[config.mk]
export PLATFORM = sky130hd
export DESIGN_NAME = note_actuator_tracker
export DESIGN_NICKNAME = d
export VERILOG_FILES = /design/src/rtl/nat_pkg.sv /design/src/rtl/nat_scaler.sv /design/src/rtl/note_actuator_tracker.sv
export SDC_FILE = /design/constraint.sdc
export NUM_CORES = 1
export LEC_CHECK = 0
export BUFFER_PORTS_ARGS = -buffer_cell sky130_fd_sc_hd__buf_4
export CAP_MARGIN = 40
export CORE_ASPECT_RATIO = 1.25
export CORE_MARGIN = 3
export CORE_UTILIZATION = 45
export CTS_CLUSTER_SIZE = 20
export DETAILED_ROUTE_END_ITERATION = 8
export HOLD_SLACK_MARGIN = 0.12
export PLACE_DENSITY_LB_ADDON = 0.15
export SYNTH_ARGS = -nofsm -noshare
export SYNTH_HDL_FRONTEND = slang
export SYNTH_SLANG_ARGS = --single-unit
[constraint.sdc]
create_clock -name clock -period 6.22 [get_ports clock]
set_input_delay 1.866 -clock clock [delete_from_list [all_inputs] [get_ports clock]]
set_output_delay 1.866 -clock clock [all_outputs]
set_load 0.05 [all_outputs]
[src/rtl/nat_pkg.sv]
// Package for the note actuator tracker: action and command codes, field widths,
// reset values and the default actuator count. Used by every module of the block.
// It has no dependencies.
package nat_pkg;

   localparam int NOTE_COUNT_DEF = 32;

   localparam int ACTION_W = 3;
   localparam int NOTE_W   = 7;
   localparam int AMOUNT_W = 7;
   localparam int CMD_W    = 2;
   localparam int ACT_W    = 5;
   localparam int TOTAL_W  = 6;
   localparam int PROD_W   = 2 * AMOUNT_W;

   typedef logic [ACTION_W-1:0] action_type;
   typedef logic [CMD_W-1:0]    command_type;
   typedef logic [NOTE_W-1:0]   note_type;
   typedef logic [AMOUNT_W-1:0] amount_type;
   typedef logic [ACT_W-1:0]    actuator_type;
   typedef logic [TOTAL_W-1:0]  total_type;

   localparam action_type ACTION_NOTE_ON   = 3'd0;
   localparam action_type ACTION_NOTE_OFF  = 3'd1;
   localparam action_type ACTION_ALL_OFF   = 3'd2;
   localparam action_type ACTION_RESET_CTL = 3'd3;
   localparam action_type ACTION_VOLUME    = 3'd4;

   localparam command_type CMD_NONE    = 2'd0;
   localparam command_type CMD_PRESS   = 2'd1;
   localparam command_type CMD_RELEASE = 2'd2;

   localparam note_type   FIRST_NOTE_RESET = 7'd48;
   localparam amount_type VOLUME_FULL      = 7'd127;
   localparam total_type  TOTAL_MAX        = 6'd63;

endpackage

[src/rtl/nat_scaler.sv]
// Velocity scaler: strength = (amount * volume) / 127, with the product and then the quotient registered.
// Depends on nat_pkg for widths and the full-scale constant.
module nat_scaler (
   input  logic                clock,
   input  logic                reset,
   input  logic                start,
   input  nat_pkg::amount_type amount,
   input  nat_pkg::amount_type volume,
   output logic                done,
   output nat_pkg::amount_type scaled
);
   import nat_pkg::*;

   logic [PROD_W-1:0] product_ff;
   logic              busy_ff;
   logic              done_ff;
   amount_type        scaled_ff;
   amount_type        scaled_in;
   logic [PROD_W-1:0] sum;
   amount_type        est;
   logic [PROD_W-1:0] rem;

   // Estimate p/127 as (p + p/128) / 128, which is never high and at most one low;
   // a single compare of the remainder against 127 fixes it.
   always_comb begin
      sum       = product_ff + (product_ff >> AMOUNT_W);
      est       = sum[PROD_W-1:AMOUNT_W];
      rem       = product_ff - {est, {AMOUNT_W{1'b0}}} + PROD_W'(est);
      scaled_in = (rem >= PROD_W'(VOLUME_FULL)) ? est + 1'b1 : est;
   end

   always_ff @(posedge clock) begin
      if (reset) begin
         busy_ff <= 1'b0;
         done_ff <= 1'b0;
      end else begin
         busy_ff <= start;
         done_ff <= busy_ff;
      end
      if (start) begin
         product_ff <= amount * volume;
      end
      if (busy_ff) begin
         scaled_ff <= scaled_in;
      end
   end

   assign done   = done_ff;
   assign scaled = scaled_ff;

endmodule

[src/rtl/note_actuator_tracker.sv]
// Top level of the note actuator tracker: event sequencer, active map, release scan
// and result register. Depends on nat_pkg and instantiates nat_scaler.
//
//   port group   direction   handshake              payload
//   req_         in          req_valid / req_stall  action, note, amount
//   rsp_         out         rsp_valid / rsp_stall  command .. final_res
//   csr_         in          csr_wr_en              first_note
//
// A note on goes from acceptance through the scaler (product, then quotient) to
// the result register; a note off goes straight to it. All notes off and reset
// controllers walk the active map one actuator a cycle while the result side
// does not stall. req_stall stays high until the item's last beat is loaded.
// A stalled result holds the sequencer only when it needs the result register.
// Reset is synchronous; it clears the map, count and valves and restores volume and first note.
module note_actuator_tracker #(
   parameter int NOTE_COUNT = nat_pkg::NOTE_COUNT_DEF
) (
   input  logic                  clock,
   input  logic                  reset,
   input  logic                  req_valid,
   output logic                  req_stall,
   input  nat_pkg::action_type   req_action,
   input  nat_pkg::note_type     req_note,
   input  nat_pkg::amount_type   req_amount,
   output logic                  rsp_valid,
   input  logic                  rsp_stall,
   output nat_pkg::command_type  rsp_command,
   output nat_pkg::actuator_type rsp_actuator,
   output nat_pkg::amount_type   rsp_strength,
   output logic                  rsp_valve_low,
   output logic                  rsp_valve_high,
   output logic                  rsp_final_res,
   input  logic                  csr_wr_en,
   input  nat_pkg::note_type     csr_wr_data
);
   import nat_pkg::*;

   localparam int IDX_W = (NOTE_COUNT > 1) ? $clog2(NOTE_COUNT) : 1;
   localparam logic [IDX_W-1:0] LAST_IDX = IDX_W'(NOTE_COUNT - 1);

   localparam logic [2:0] S_IDLE  = 3'd0;
   localparam logic [2:0] S_SCALE = 3'd1;
   localparam logic [2:0] S_NOTE  = 3'd2;
   localparam logic [2:0] S_SCAN  = 3'd3;
   localparam logic [2:0] S_LAST  = 3'd4;

   logic [2:0]            state_ff, state_in;
   action_type            action_ff, action_in;
   logic [IDX_W-1:0]      idx_ff, idx_in;
   logic [IDX_W-1:0]      scan_ff, scan_in;
   logic [IDX_W-1:0]      pend_ff, pend_in;
   logic                  pend_valid_ff, pend_valid_in;
   logic [NOTE_COUNT-1:0] map_ff, map_in;
   total_type             total_ff, total_in;
   amount_type            volume_ff, volume_in;
   logic [1:0]            valves_ff, valves_in;
   note_type              first_ff, first_in;

   logic                  rsp_valid_ff, rsp_valid_in;
   command_type           command_ff, command_in;
   actuator_type          actuator_ff, actuator_in;
   amount_type            strength_ff, strength_in;
   logic                  vlow_ff, vlow_in;
   logic                  vhigh_ff, vhigh_in;
   logic                  final_ff, final_in;

   logic                  accept;
   logic                  out_free;
   logic                  out_load;
   logic [NOTE_W:0]       diff;
   logic                  playable;
   logic [IDX_W-1:0]      rd_idx;
   logic                  hit;
   logic                  scale_start;
   logic                  scale_done;
   amount_type            scaled;
   total_type             total_next;

   assign accept   = req_valid && !req_stall;
   assign out_free = !rsp_valid_ff || !rsp_stall;

   // Window check: first_note <= note < first_note + NOTE_COUNT.
   assign diff     = {1'b0, req_note} - {1'b0, first_ff};
   assign playable = !diff[NOTE_W] && (diff[NOTE_W-1:0] < NOTE_W'(NOTE_COUNT));

   assign rd_idx = (state_ff == S_SCAN) ? scan_ff : idx_ff;
   assign hit    = map_ff[rd_idx];

   assign scale_start = accept && (req_action == ACTION_NOTE_ON) && playable;

   nat_scaler u_scaler (
      .clock  (clock),
      .reset  (reset),
      .start  (scale_start),
      .amount (req_amount),
      .volume (volume_ff),
      .done   (scale_done),
      .scaled (scaled)
   );

   always_comb begin
      state_in      = state_ff;
      action_in     = action_ff;
      idx_in        = idx_ff;
      scan_in       = scan_ff;
      pend_in       = pend_ff;
      pend_valid_in = pend_valid_ff;
      map_in        = map_ff;
      total_in      = total_ff;
      volume_in     = volume_ff;
      valves_in     = valves_ff;
      first_in      = csr_wr_en ? csr_wr_data : first_ff;
      out_load      = 1'b0;
      command_in    = command_ff;
      actuator_in   = actuator_ff;
      strength_in   = strength_ff;
      vlow_in       = vlow_ff;
      vhigh_in      = vhigh_ff;
      final_in      = final_ff;
      total_next    = total_ff;

      unique case (state_ff)
         S_IDLE: begin
            if (accept) begin
               action_in = req_action;
               idx_in    = diff[IDX_W-1:0];
               case (req_action) inside
                  ACTION_NOTE_ON: begin
                     if (playable) begin
                        state_in = S_SCALE;
                     end
                  end
                  ACTION_NOTE_OFF: begin
                     if (playable) begin
                        state_in = S_NOTE;
                     end
                  end
                  ACTION_ALL_OFF, ACTION_RESET_CTL: begin
                     state_in      = S_SCAN;
                     scan_in       = '0;
                     pend_valid_in = 1'b0;
                  end
                  ACTION_VOLUME: begin
                     volume_in = req_amount;
                  end
                  default: begin
                  end
               endcase
            end
         end
         S_SCALE: begin
            if (scale_done) begin
               state_in = S_NOTE;
            end
         end
         S_NOTE: begin
            if (out_free) begin
               out_load    = 1'b1;
               actuator_in = ACT_W'(idx_ff);
               final_in    = 1'b1;
               if (action_ff == ACTION_NOTE_ON) begin
                  if (!hit) begin
                     map_in[idx_ff] = 1'b1;
                     if (total_ff != TOTAL_MAX) begin
                        total_in = total_ff + 1'b1;
                     end
                  end
                  valves_in   = {scaled[AMOUNT_W-1], 1'b1};
                  command_in  = CMD_PRESS;
                  strength_in = scaled;
               end else begin
                  if (hit) begin
                     map_in[idx_ff] = 1'b0;
                     if (total_ff != '0) begin
                        total_next = total_ff - 1'b1;
                     end
                  end
                  total_in = total_next;
                  if (total_next == '0) begin
                     valves_in = 2'b00;
                  end
                  command_in  = CMD_RELEASE;
                  strength_in = '0;
               end
               vlow_in  = valves_in[0];
               vhigh_in = valves_in[1];
               state_in = S_IDLE;
            end
         end
         S_SCAN: begin
            // An active actuator is held back one step, so that the last one found
            // can be sent as the final beat with the valves closed.
            if (!(hit && pend_valid_ff && !out_free)) begin
               if (hit) begin
                  if (pend_valid_ff) begin
                     out_load    = 1'b1;
                     command_in  = CMD_RELEASE;
                     actuator_in = ACT_W'(pend_ff);
                     strength_in = '0;
                     vlow_in     = valves_ff[0];
                     vhigh_in    = valves_ff[1];
                     final_in    = 1'b0;
                  end
                  pend_in         = scan_ff;
                  pend_valid_in   = 1'b1;
                  map_in[scan_ff] = 1'b0;
               end
               if (scan_ff == LAST_IDX) begin
                  state_in = S_LAST;
               end else begin
                  scan_in = scan_ff + 1'b1;
               end
            end
         end
         S_LAST: begin
            if (out_free) begin
               out_load    = 1'b1;
               command_in  = pend_valid_ff ? CMD_RELEASE : CMD_NONE;
               actuator_in = pend_valid_ff ? ACT_W'(pend_ff) : '0;
               strength_in = '0;
               vlow_in     = 1'b0;
               vhigh_in    = 1'b0;
               final_in    = 1'b1;
               valves_in   = 2'b00;
               total_in    = '0;
               if (action_ff == ACTION_RESET_CTL) begin
                  volume_in = VOLUME_FULL;
               end
               state_in = S_IDLE;
            end
         end
         default: begin
            state_in = S_IDLE;
         end
      endcase

      rsp_valid_in = out_load || (rsp_valid_ff && rsp_stall);
   end

   always_ff @(posedge clock) begin
      if (reset) begin
         state_ff      <= S_IDLE;
         pend_valid_ff <= 1'b0;
         map_ff        <= '0;
         total_ff      <= '0;
         volume_ff     <= VOLUME_FULL;
         valves_ff     <= 2'b00;
         first_ff      <= FIRST_NOTE_RESET;
         rsp_valid_ff  <= 1'b0;
      end else begin
         state_ff      <= state_in;
         pend_valid_ff <= pend_valid_in;
         map_ff        <= map_in;
         total_ff      <= total_in;
         volume_ff     <= volume_in;
         valves_ff     <= valves_in;
         first_ff      <= first_in;
         rsp_valid_ff  <= rsp_valid_in;
      end
      action_ff   <= action_in;
      idx_ff      <= idx_in;
      scan_ff     <= scan_in;
      pend_ff     <= pend_in;
      command_ff  <= command_in;
      actuator_ff <= actuator_in;
      strength_ff <= strength_in;
      vlow_ff     <= vlow_in;
      vhigh_ff    <= vhigh_in;
      final_ff    <= final_in;
   end

   assign req_stall      = (state_ff != S_IDLE);
   assign rsp_valid      = rsp_valid_ff;
   assign rsp_command    = command_ff;
   assign rsp_actuator   = actuator_ff;
   assign rsp_strength   = strength_ff;
   assign rsp_valve_low  = vlow_ff;
   assign rsp_valve_high = vhigh_ff;
   assign rsp_final_res  = final_ff;

`ifndef NO_ASSERTIONS
   // The high valve never opens without the low valve.
   a_valve_order: assert property (@(posedge clock) disable iff (reset)
      !(valves_ff[1] && !valves_ff[0]))
      else $error("high valve open while low valve closed");

   // Between items the count matches the map, saturating at its maximum.
   a_total_matches_map: assert property (@(posedge clock) disable iff (reset)
      (state_ff == S_IDLE) |->
         ((7'($countones(map_ff)) == 7'(total_ff)) ||
          ((7'($countones(map_ff)) == 7'(NOTE_COUNT)) && (total_ff == TOTAL_MAX))))
      else $error("active count disagrees with active map");

   // A finished release scan leaves no actuator active and the valves closed.
   a_scan_clears: assert property (@(posedge clock) disable iff (reset)
      (state_ff == S_LAST) && (state_in == S_IDLE) |=>
         (map_ff == '0) && (valves_ff == 2'b00) && (total_ff == '0))
      else $error("release scan left state behind");

   // Every beat that ends an item leaves the sequencer idle.
   a_final_ends_item: assert property (@(posedge clock) disable iff (reset)
      out_load && final_in |=> (state_ff == S_IDLE))
      else $error("final beat loaded while item still in progress");
`endif

endmodule
==> metrics, run 1 <==
CTS buffer count 17; hpwl dp ~17000 um; reg2reg setup slack 0.63 ns; Worst Setup End Kind flop; CP dominant cell by count ha_1; commonest non-fill, non-tap cells in the layout nand2_1, inv_1, ha_1, a21oi_1, nor2_1; FF-to-FF End u_scaler.scaled[6]$_DFFE_PP_; port bufs 47; Clock Skew around 0.0077 ns; Sw Share a little under two fifths; final net count ~1200; Netlist cell types 81; Syn-to-layout area delta 12.89%; Post-CTS Hold Buffers 0; register area share after synthesis approximately a third; drt drc 0; PD cells 361.5 nW/um2; routability congestion estimate 0.8735; clock buffer depth 2; placed cell area between 9000 and 10000 um2; via count around 7400; Max-cap violations 0; leading area contributor after synthesis edfxtp_1; largest net degree at the start of global routing 52; Slew HR between 30% and 40%; Yosys warnings 0; Reg power frac between 20% and 30%; capture point of the critical path u_scaler.scaled[6]$_DFFE_PP_; status complete, no violations; Via-to-Cell Ratio between 5 and 6; Routed WL per cell approximately 17 um; Reg2Reg Depth 21; cells resized by post-CTS repair 0; Slew @ Worst Pin between 0.9 and 1 ns; CTS tree built; DRT iter0 DRCs between 400 and 500; layout cells sized above 1 between 10% and 20%; Overall Global Routing Usage between 20 and 25%; final hold violation count 0; max frequency 0.1788 GHz; final setup fails 0; P_leak 4.191 nW; Levels on crit path 21; min Tclk post-route approximately 5.6 ns; Starting Density a little under half; total gr overflow 0; most common cell after layout, fill and taps aside nand2_1; Final TNS setup 0 ns; Internal Dissipation around 0.0022 W; CP max-delay cell edfxtp_1; core area between 15000 and 20000 um2; crit path max fanout 8; top post-synthesis cells by area edfxtp_1, dfxtp_1, ha_1, fa_1, nand2_1; first-pass GRT wire length 37400 um; Ant. Diodes 0; syn_nets ~1100; unrepaired setup endpoints after global routing no; final period utilization approximately 90%; DRT Wirelength between 20000 and 25000 um; Post-synth ARST share 0%; top_reg_cell synth dfxtp_1; startpoint types flop; area fraction of the dominant cell type after synthesis 18.81%; EDFF count, synth 56; antenna violations before repair 0; number of global-route vias before repair between 7000 and 8000; Mapped Avg Cell Area approximately 9.0 um2; Top delay family on crit path compound AO/OA/AOI/OAI gates; root buf cell clkbuf_16; Critical Path Start u_scaler.product_ff[8]$_DFFE_PP_; CTS Sinks roughly 120; CP Cell Sequence ha_1 > a31o_2 > a21oi_1 > o21ai_0 > a31o_2 > and3_1 > ha_1 > inv_1 > ha_1 > inv_1 > ha_1 > nor2b_1 > o21ai_0 > a211oi_1 > o21a_1 > o21ai_0 > a22o_1 > a2111oi_0 > nand4_1 > nor4b_1 > xnor2_1; worst stage delay on the critical path approximately 0.49 ns; combinational share of power a little over two fifths; IO Pins 48; WP data arrival 5.74 ns; RR Startpoint u_scaler.product_ff[8]$_DFFE_PP_; Syn Inst Count just under 1000; Row Count 57; Chip Width 132.1 um; Reg clk slew, reported paths 0.05 ns; clock share of power 27.8%; Slew Limit Fails 0; total chip power 0.003648 W; Worst Path Buf+Inv 2; NetSw between 0.001 and 0.0015 W; maximum VDD drop 0.2462 mV; H-tree Lvls 4; #FFs+latches synth 117; Die ar. between 20000 and 25000 um2; postcts setup bufs 0; post-route ant nets 0; worst skew pair latency 0.42 ns; Min-Delay Path Class reg2reg; Die H 163.6 um; Post-Layout Inst Area roughly 10000 um2; crit path kind reg2reg; worst path required time around 6.4 ns; cell area after synthesis between 8000 and 9000 um2; Pre-Repair DR Iteration Count 5
cells in the mapped netlist (9+ instances only):
cell / number
fa_1: 25
a21o_1: 9
dfxtp_1: 61
a32oi_1: 13
and3_1: 13
nand2_1: 105
a22oi_1: 14
or3_1: 10
nand3_1: 18
inv_1: 83
edfxtp_1: 56
a21oi_1: 76
ha_1: 79
nor2b_1: 11
nor3_1: 28
buf_2: 10
mux2i_1: 26
clkbuf_1: 22
and2_1: 45
nor2_1: 67
o21ai_0: 57
xnor2_1: 26
per-layer routing:
metal,GRT usage [%],up-vias,wire length (um)
li1,-,3619,-
met1,24.12,3575,9237
met2,39.54,158,11750
met3,4.313,43,906
met4,8.596,0,569
met5,0,-,0
per-stage QoR:
step	setup slack, ns	util, %	std cells	hold WS, ns
detailed placement	0.2344	48.69	1273	0.4700
CTS	0.6251	51.83	1305	0.4773
floorplan	0.6168	-	995	0.4244
global route	0.1551	51.83	1305	0.4896
finish	0.6279	51.83	1305	0.4748
global placement	0.3085	48.64	1271	0.4578
logic make-up after synthesis:
| family | count (synthesis) | synth area share [%] |
|---|---|---|
| xor+xnor | 35 | 3.597 |
| compound gates | 242 | 17.70 |
| simple gates | 334 | 18.71 |
| mux | 38 | 5.094 |
| buf+inv | 125 | 5.766 |
| fa+ha+maj | 104 | 16.66 |
| flops | 117 | 32.47 |
tightest hold or removal path, stage by stage (launching register included):
cell and delay, ns:
dfxtp_1 0.30, o21ai_0 0.07, a21oi_1 0.06
power by group through the flow:
stage	Clock, W	Sequential, W	Combinational (W)
after CTS	0.00103	0.00108	0.00157
after detailed placement	0	0.00109	0.00156
final	0.00101	0.00108	0.00155
after global routing	0.00107	0.00109	0.00174
after floorplan	0	0.00116	0.00113
after global placement	0	0.00109	0.00154
final cells by class:
class | count | area (um2)
sequential | 117 | 2903
inverter | 83 | 311.5
fill | 1827 | 9378
clock inverter | 8 | 118.9
clock buffer | 24 | 493.0
multi-input combinational | 753 | 5527
timing repair buffer | 55 | 407.9
tap | 265 | 331.6
worst min-delay path by stage:
stage / to / slack [ns] / cells past startpoint
final: flop / 0.47 / 2
after CTS: flop / 0.48 / 2
after global placement: flop / 0.46 / 2
after detailed placement: flop / 0.47 / 2
after global routing: flop / 0.49 / 2
after floorplan: pend_ff[2]$_DFFE_PP_ / 0.42 / 0
No activity file was read; power rests on OpenSTA's default activity.
==> inputs of run 2 (changes only) <==
- ABC_CLOCK_PERIOD_IN_PS: default -> 6220
- RECOVER_POWER: default -> 100
==> metrics, run 2 (synthesis gave the netlist of run 1 again) <==
status finished with violations; violated checks max-capacitance violations, max-slew violations; Slew @ Worst Pin 2.523 ns (+1.555 ns); Post-CTS Hold Buffers 0 (unchanged); H-tree Lvls 4 (unchanged); Max-cap violations 1 (+1); busiest layer in global routing met2; Min-Delay Path Depth 2 (unchanged); total gr overflow 0 (unchanged); Filler cells 1861 (+1.9%); Chip Width 132.1 um (unchanged); hold slack 0.4758 ns (+0.001050 ns); antenna violations before repair 1 (+1); routability congestion estimate 0.8735 (unchanged); Final TNS setup 0 ns (unchanged); hpwl dp 16980 um (unchanged); DRT Wirelength 22490 um (+0.14%); Worst Setup End Kind flop; layout cells sized above 1 7.115% (-3.8 points); reg2reg setup slack 0.64 ns (about the same); WP data arrival 5.74 ns (about the same); Slew Limit Fails 52 (+52); Via-to-Cell Ratio 5.648 (-0.32%); final hold violation count 0 (unchanged); post-route ant nets 0 (unchanged); CTS buffer count 17 (unchanged); Row Count 57 (unchanged); Die H 163.6 um (unchanged); Die ar. 21600 um2 (unchanged); worst skew pair latency 0.42 ns (about the same); Syn-to-layout area delta 10.92%; port bufs 47 (unchanged); core area 19470 um2 (unchanged); drt drc 0 (unchanged); final period utilization 89.79% (-0.12 points); postcts setup bufs 0 (unchanged); DRT iter0 DRCs 463 (-4.7%); first-pass GRT wire length 37400 um (unchanged); M1 GR Usage 24.12% (unchanged); max frequency 0.1791 GHz (+0.13%); Reg2Reg Depth 21 (unchanged); crit path max fanout 8 (unchanged); Overall Global Routing Usage 21.41% (unchanged); FF-to-FF End u_scaler.scaled[6]$_DFFE_PP_; Min-Delay Path Class reg2reg; Slew HR -68.19% (-100 points); maximum VDD drop 0.2468 mV (+0.23%); via count 7371 (-0.32%); final net count 1160 (unchanged); largest net degree at the start of global routing 52 (unchanged); CTS tree built; crit path kind reg2reg; Routed WL per cell 17.24 um (+0.14%); number of global-route vias before repair 7432 (unchanged); Pre-Repair DR Iteration Count 6 (+1); root buf cell clkbuf_16; Reg clk slew, reported paths 0.05 ns (about the same); met2 global-route usage 39.54% (unchanged); P_leak 4.033 nW (-3.8%); Ant. Diodes 0 (unchanged); cells resized by post-CTS repair 0 (unchanged); PD cells 360.3 nW/um2 (-0.33%); worst path required time 6.37 ns (about the same); startpoint types flop; CTS Sinks 117 (unchanged); IO Pins 48 (unchanged); min Tclk post-route 5.585 ns (-0.007251 ns); clock buffer depth 2 (unchanged); Clock Skew 0.007595 ns (-0.0001190 ns); GR met3 Demand/Resource 4.313% (unchanged); Starting Density 45.92% (unchanged); unrepaired setup endpoints after global routing no; final setup fails 0 (unchanged); most common cell after layout, fill and taps aside nand2_1; RR Startpoint u_scaler.product_ff[8]$_DFFE_PP_; commonest non-fill, non-tap cells in the layout nand2_1, inv_1, ha_1, a21oi_1, nor2_1
-- run 2: cell types whose count changed in the layout (fill, tap and decap cells not counted), moves of 2 or more --
cell | previous run | this run
clkbuf_1 | 4 | 34
o21ai_0 | 57 | 59
buf_4 | 53 | 22
and2_1 | 45 | 34
clkbuf_4 | 0 | 2
and2_0 | 0 | 11
-- run 2: how the worst max path moves through the flow --
stage	startpoint	endpoint	depth (start not counted)	slack, ns
after detailed placement	req_amount[0]	u_scaler.product_ff[13]$_DFFE_PP_	13	0.23
final	u_scaler.product_ff[8]$_DFFE_PP_	u_scaler.scaled[6]$_DFFE_PP_	21	0.64
after global routing	u_scaler.product_ff[8]$_DFFE_PP_	u_scaler.scaled[6]$_DFFE_PP_	21	0.16
after global placement	req_amount[2]	u_scaler.product_ff[13]$_DFFE_PP_	17	0.31
after CTS	u_scaler.product_ff[8]$_DFFE_PP_	u_scaler.scaled[6]$_DFFE_PP_	21	0.63
after floorplan	req_amount[0]	u_scaler.product_ff[13]$_DFFE_PP_	12	0.62
-- run 2: through the flow --
step                      total power [W]  util (%)  setup WS [ns]  cells  instance area [um2]
after floorplan                  0.002282         -         0.6168    995                 8940
after global placement           0.002638     48.64         0.3085   1271                 9470
after detailed placement         0.002653     48.69         0.2344   1273                 9480
after CTS                        0.003685     51.83         0.6251   1305                10090
after global routing             0.003826     50.93         0.1551   1305                 9916
final                            0.003573     50.93         0.6351   1305                 9916
-- run 2: layout make-up --
type                            instances  area [um2]  share of cell area, %
Multi-Input combinational cell        753        5460                  55.07
Sequential cell                       117        2903                  29.27
Clock buffer                           24       493.0                  4.972
Tap cell                              265       331.6                  3.344
Inverter                               83       311.5                  3.142
Timing Repair Buffer                   55       297.8                  3.003
Clock inverter                          8       118.9                  1.199
-- run 2: power breakdown --
| group | switching [W] | internal (W) | leakage (nW) |
|---|---|---|---|
| registers | 0.000117 | 0.000962 | 1.01 |
| clock network | 0.000340 | 0.000673 | 0.300 |
| logic | 0.000924 | 0.000557 | 2.72 |
-- run 2: worst max-delay path: stages, from the launching register on --
cell and delay (ns):
edfxtp_1 0.49, ha_1 0.32, a31o_2 0.20, a21oi_1 0.14, o21ai_0 0.12, a31o_2 0.30, and3_1 0.19, ha_1 0.38
inv_1 0.12, ha_1 0.28, inv_1 0.04, ha_1 0.33, nor2b_1 0.14, o21ai_0 0.17, a211oi_1 0.36, o21a_1 0.22
o21ai_0 0.09, a22o_1 0.18, a2111oi_0 0.47, nand4_1 0.37, nor4b_1 0.27, xnor2_1 0.13
-- run 2: metal layers --
layer / vias up / part of all wire [%]
met1: 3506 / 40
met5: - / 0.040
met3: 54 / 4.6
met4: 2 / 2.8
li1: 3618 / -
met2: 191 / 52
==> inputs of run 3 (changes only) <==
- ABC_CLOCK_PERIOD_IN_PS: 6220 -> 6630
- MAX_ROUTING_LAYER: default -> met4
- SYNTH_HIERARCHICAL: default -> 1
- clock period: 6.22 -> 6.63 ns (I/O delays scaled with it)
==> metrics, run 3 <==
status finished with violations; violated checks max-capacitance violations, max-slew violations; min Tclk post-route 5.791 ns; area of the multi-input gates 5854 um2 (+7.2%); CTS Sinks 117 (unchanged); EDFF count, synth 56 (unchanged); postcts setup bufs 0 (unchanged); xor/xnor share of the synthesized area 3.457% (-0.14 points); PD cells 348.8 nW/um2 (-3.2%); worst path required time 6.80 ns (+0.43 ns); synth cell count leaders nand2_1, inv_1, ha_1; final setup fails 0 (unchanged); IO Pins 48 (unchanged); commonest non-fill, non-tap cells in the layout nand2_1, inv_1, ha_1, o21ai_0, a21oi_1; final hold violation count 0 (unchanged); number of global-route vias before repair 7427 (-0.067%); main combinational cell family by area after synthesis compound AO/OA/AOI/OAI gates; first-pass GRT wire length 38470 um (+2.8%); Max-cap violations 1 (unchanged); Syn Inst Count 1039 (+4.4%); max frequency approximately 0.17 GHz; top_reg_cell synth dfxtp_1; core area 20250 um2 (+4.0%); P_leak 4.082 nW (+1.2%); Reg2Reg Depth 10 (-52%); root buf cell clkbuf_16; Min-Delay Path Depth 2 (unchanged); final net count 1191 (+2.7%); via count 7719 (+4.7%); Overall Global Routing Usage 22.06% (+0.65 points); CTS buffer count 17 (unchanged); hpwl dp 16880 um (-0.59%); Routed WL per cell 17.58 um (+2.0%); worst skew pair latency 0.42 ns (about the same); cells resized by post-CTS repair 0 (unchanged); largest net degree at the start of global routing 71 (+37%); Min-Delay Path Class reg2reg; WP data arrival 5.96 ns (+0.22 ns); Simple-Gate Fraction of Synth Area 16.33% (-2.4 points); top post-synthesis cells by area edfxtp_1, dfxtp_1, ha_1, fa_1, o21ai_0; post-synthesis mux area share 5.346% (+0.25 points); area fraction of the dominant cell type after synthesis 18.01% (-0.80 points); Chip Width 134.8 um (+2.1%); port bufs 47 (unchanged); DRT Wirelength 23600 um (+4.9%); Final TNS setup 0 ns (unchanged); Util after Layout 51.06% (+0.13 points); Starting Density 46.12% (+0.20 points); leading area contributor after synthesis edfxtp_1; Synth Area in Compound Gates 22.08% (+4.4 points); Worst Setup End Kind flop; Slew @ Worst Pin 2.672 ns (+0.1493 ns); routability congestion estimate 0.8991 (+2.9%); most common cell after layout, fill and taps aside nand2_1; #FFs+latches synth 117 (unchanged); Yosys warnings 6 (+6); Die H 167.1 um (+2.1%); Via-to-Cell Ratio 5.748 (+1.8%); drt drc 0 (unchanged); syn_nets 1172 (+3.9%); Pre-Repair DR Iteration Count 6 (unchanged); top-count cell post-synth nand2_1; Reg area 2903 um2 (unchanged); Syn-to-layout area delta 10.72%; Slew Limit Fails 52 (unchanged); Slew HR -78.15% (-10 points); Row Count 58 (+1.8%); final period utilization between 80% and 90%; Netlist cell types 84 (+3.7%); maximum VDD drop 0.2151 mV (-13%); crit path kind in2reg; total gr overflow 0 (unchanged); Adder-Cell Fraction of Synth Area 15.95% (-0.71 points); Post-synth ARST share 0% (unchanged); clock buffer depth 2 (unchanged); CTS tree built; Clock Skew 0.01197 ns (+0.004371 ns); DRT iter0 DRCs 626 (+35%); layout cells sized above 1 7.563% (+0.45 points); Reg clk slew, reported paths 0.05 ns (about the same); Post-CTS Hold Buffers 0 (unchanged); crit path max fanout 8 (unchanged); H-tree Lvls 4 (unchanged); Mapped Avg Cell Area 8.987 um2 (about the same); cell area after synthesis 9338 um2 (+4.5%); unrepaired setup endpoints after global routing no; startpoint types input port; Filler cells 1940 (+4.2%); post-route ant nets 0 (unchanged); antenna violations before repair 2 (+1); register area share after synthesis 31.09% (-1.4 points); Die ar. 22530 um2 (+4.3%)
[run 3: cell count changes in the layout (fill, tap and decap cells not counted), moves of 10 or more]
cell      previous run  this run
a211oi_1             8        37
o22ai_1              6        29
a21boi_0             1        22
o21ai_0             59        78
a21oi_1             77        63
nor2_1              67        54
a22oi_1             14         2
nand2_1            106        94
a32oi_1             13         3
[run 3: per-layer routing]
metal / GRT usage, % / vias up / part of all wire, %
met5: - / - / 0
met4: 8.902 / 0 / 2.8
met3: 4.924 / 54 / 4.9
met2: 36.16 / 188 / 50
met1: 26.22 / 3643 / 43
li1: - / 3834 / -
[run 3: logic make-up (layout without fill, tap and decap cells)]
| kind of cell | count (synthesis) | in the layout |
|---|---|---|
| other | 0 | 2 |
| xor gates and xnor gates | 36 | 36 |
| AOI/OAI and AO/OA | 310 | 310 |
| buffers and inverters | 135 | 167 |
| DFF | 117 | 117 |
| and+or+nand+nor | 301 | 301 |
| adders and majority gates | 104 | 104 |
| muxes | 36 | 36 |
[run 3: report_power, final]
part           internal (W)  switching (W)  leakage, nW
Sequential         0.000913       0.000132         1.01
Combinational      0.000570       0.000978         2.76
Clock              0.000677       0.000336        0.311
[run 3: cell type report]
class	instances	share of cell area [%]
clock buffer	20	4.320
antenna	2	0.04841
multi-input combinational	787	56.63
sequential	117	28.08
timing repair buffer	55	2.808
inverter	80	2.905
clock inverter	12	1.948
tap	270	3.268
[run 3: worst max-delay path: stages]
cell and delay, ns:
clkbuf_1 0.27, nand2_1 0.13, fa_1 0.54, inv_1 0.04, ha_1 0.29, ha_1 0.28
inv_1 0.05, fa_1 0.52, inv_1 0.04, ha_1 0.33, a21o_1 0.19, a21oi_1 0.21
o21bai_1 0.09, a21oi_1 0.22, o21bai_1 0.09, a21oi_1 0.27, nor3_1 0.09, a311o_1 0.31
[run 3: path summary, 6_finish.rpt]
kind / startpoint / to / slack (ns)
worst min-delay path: first_ff[4]$_SDFFE_PP1P_ / first_ff[4]$_SDFFE_PP1P_ / 0.49
worst min register to register: first_ff[4]$_SDFFE_PP1P_ / first_ff[4]$_SDFFE_PP1P_ / 0.49
worst max register to register: state_ff[0]$_SDFFE_PP0P_ / rsp_actuator[4]$_DFFE_PP_ / 1.27
worst max-delay path: req_amount[1] / u_scaler/product_ff[12]$_DFFE_PP_ / 0.84
[run 3: per-stage QoR]
step	cell area (um2)	hold slack, ns	std cells	worst slack, ns	power, W
2_1_floorplan	9338	0.4544	1039	0.9112	0.002269
3_3_place_gp	9842	0.4702	1307	0.5925	0.002639
3_5_place_dp	9857	0.4732	1309	0.5503	0.002656
4_1_cts	10510	0.4810	1341	1.004	0.003685
5_1_grt	10340	0.5245	1343	0.5980	0.003863
6_report	10340	0.4881	1343	0.8391	0.003606
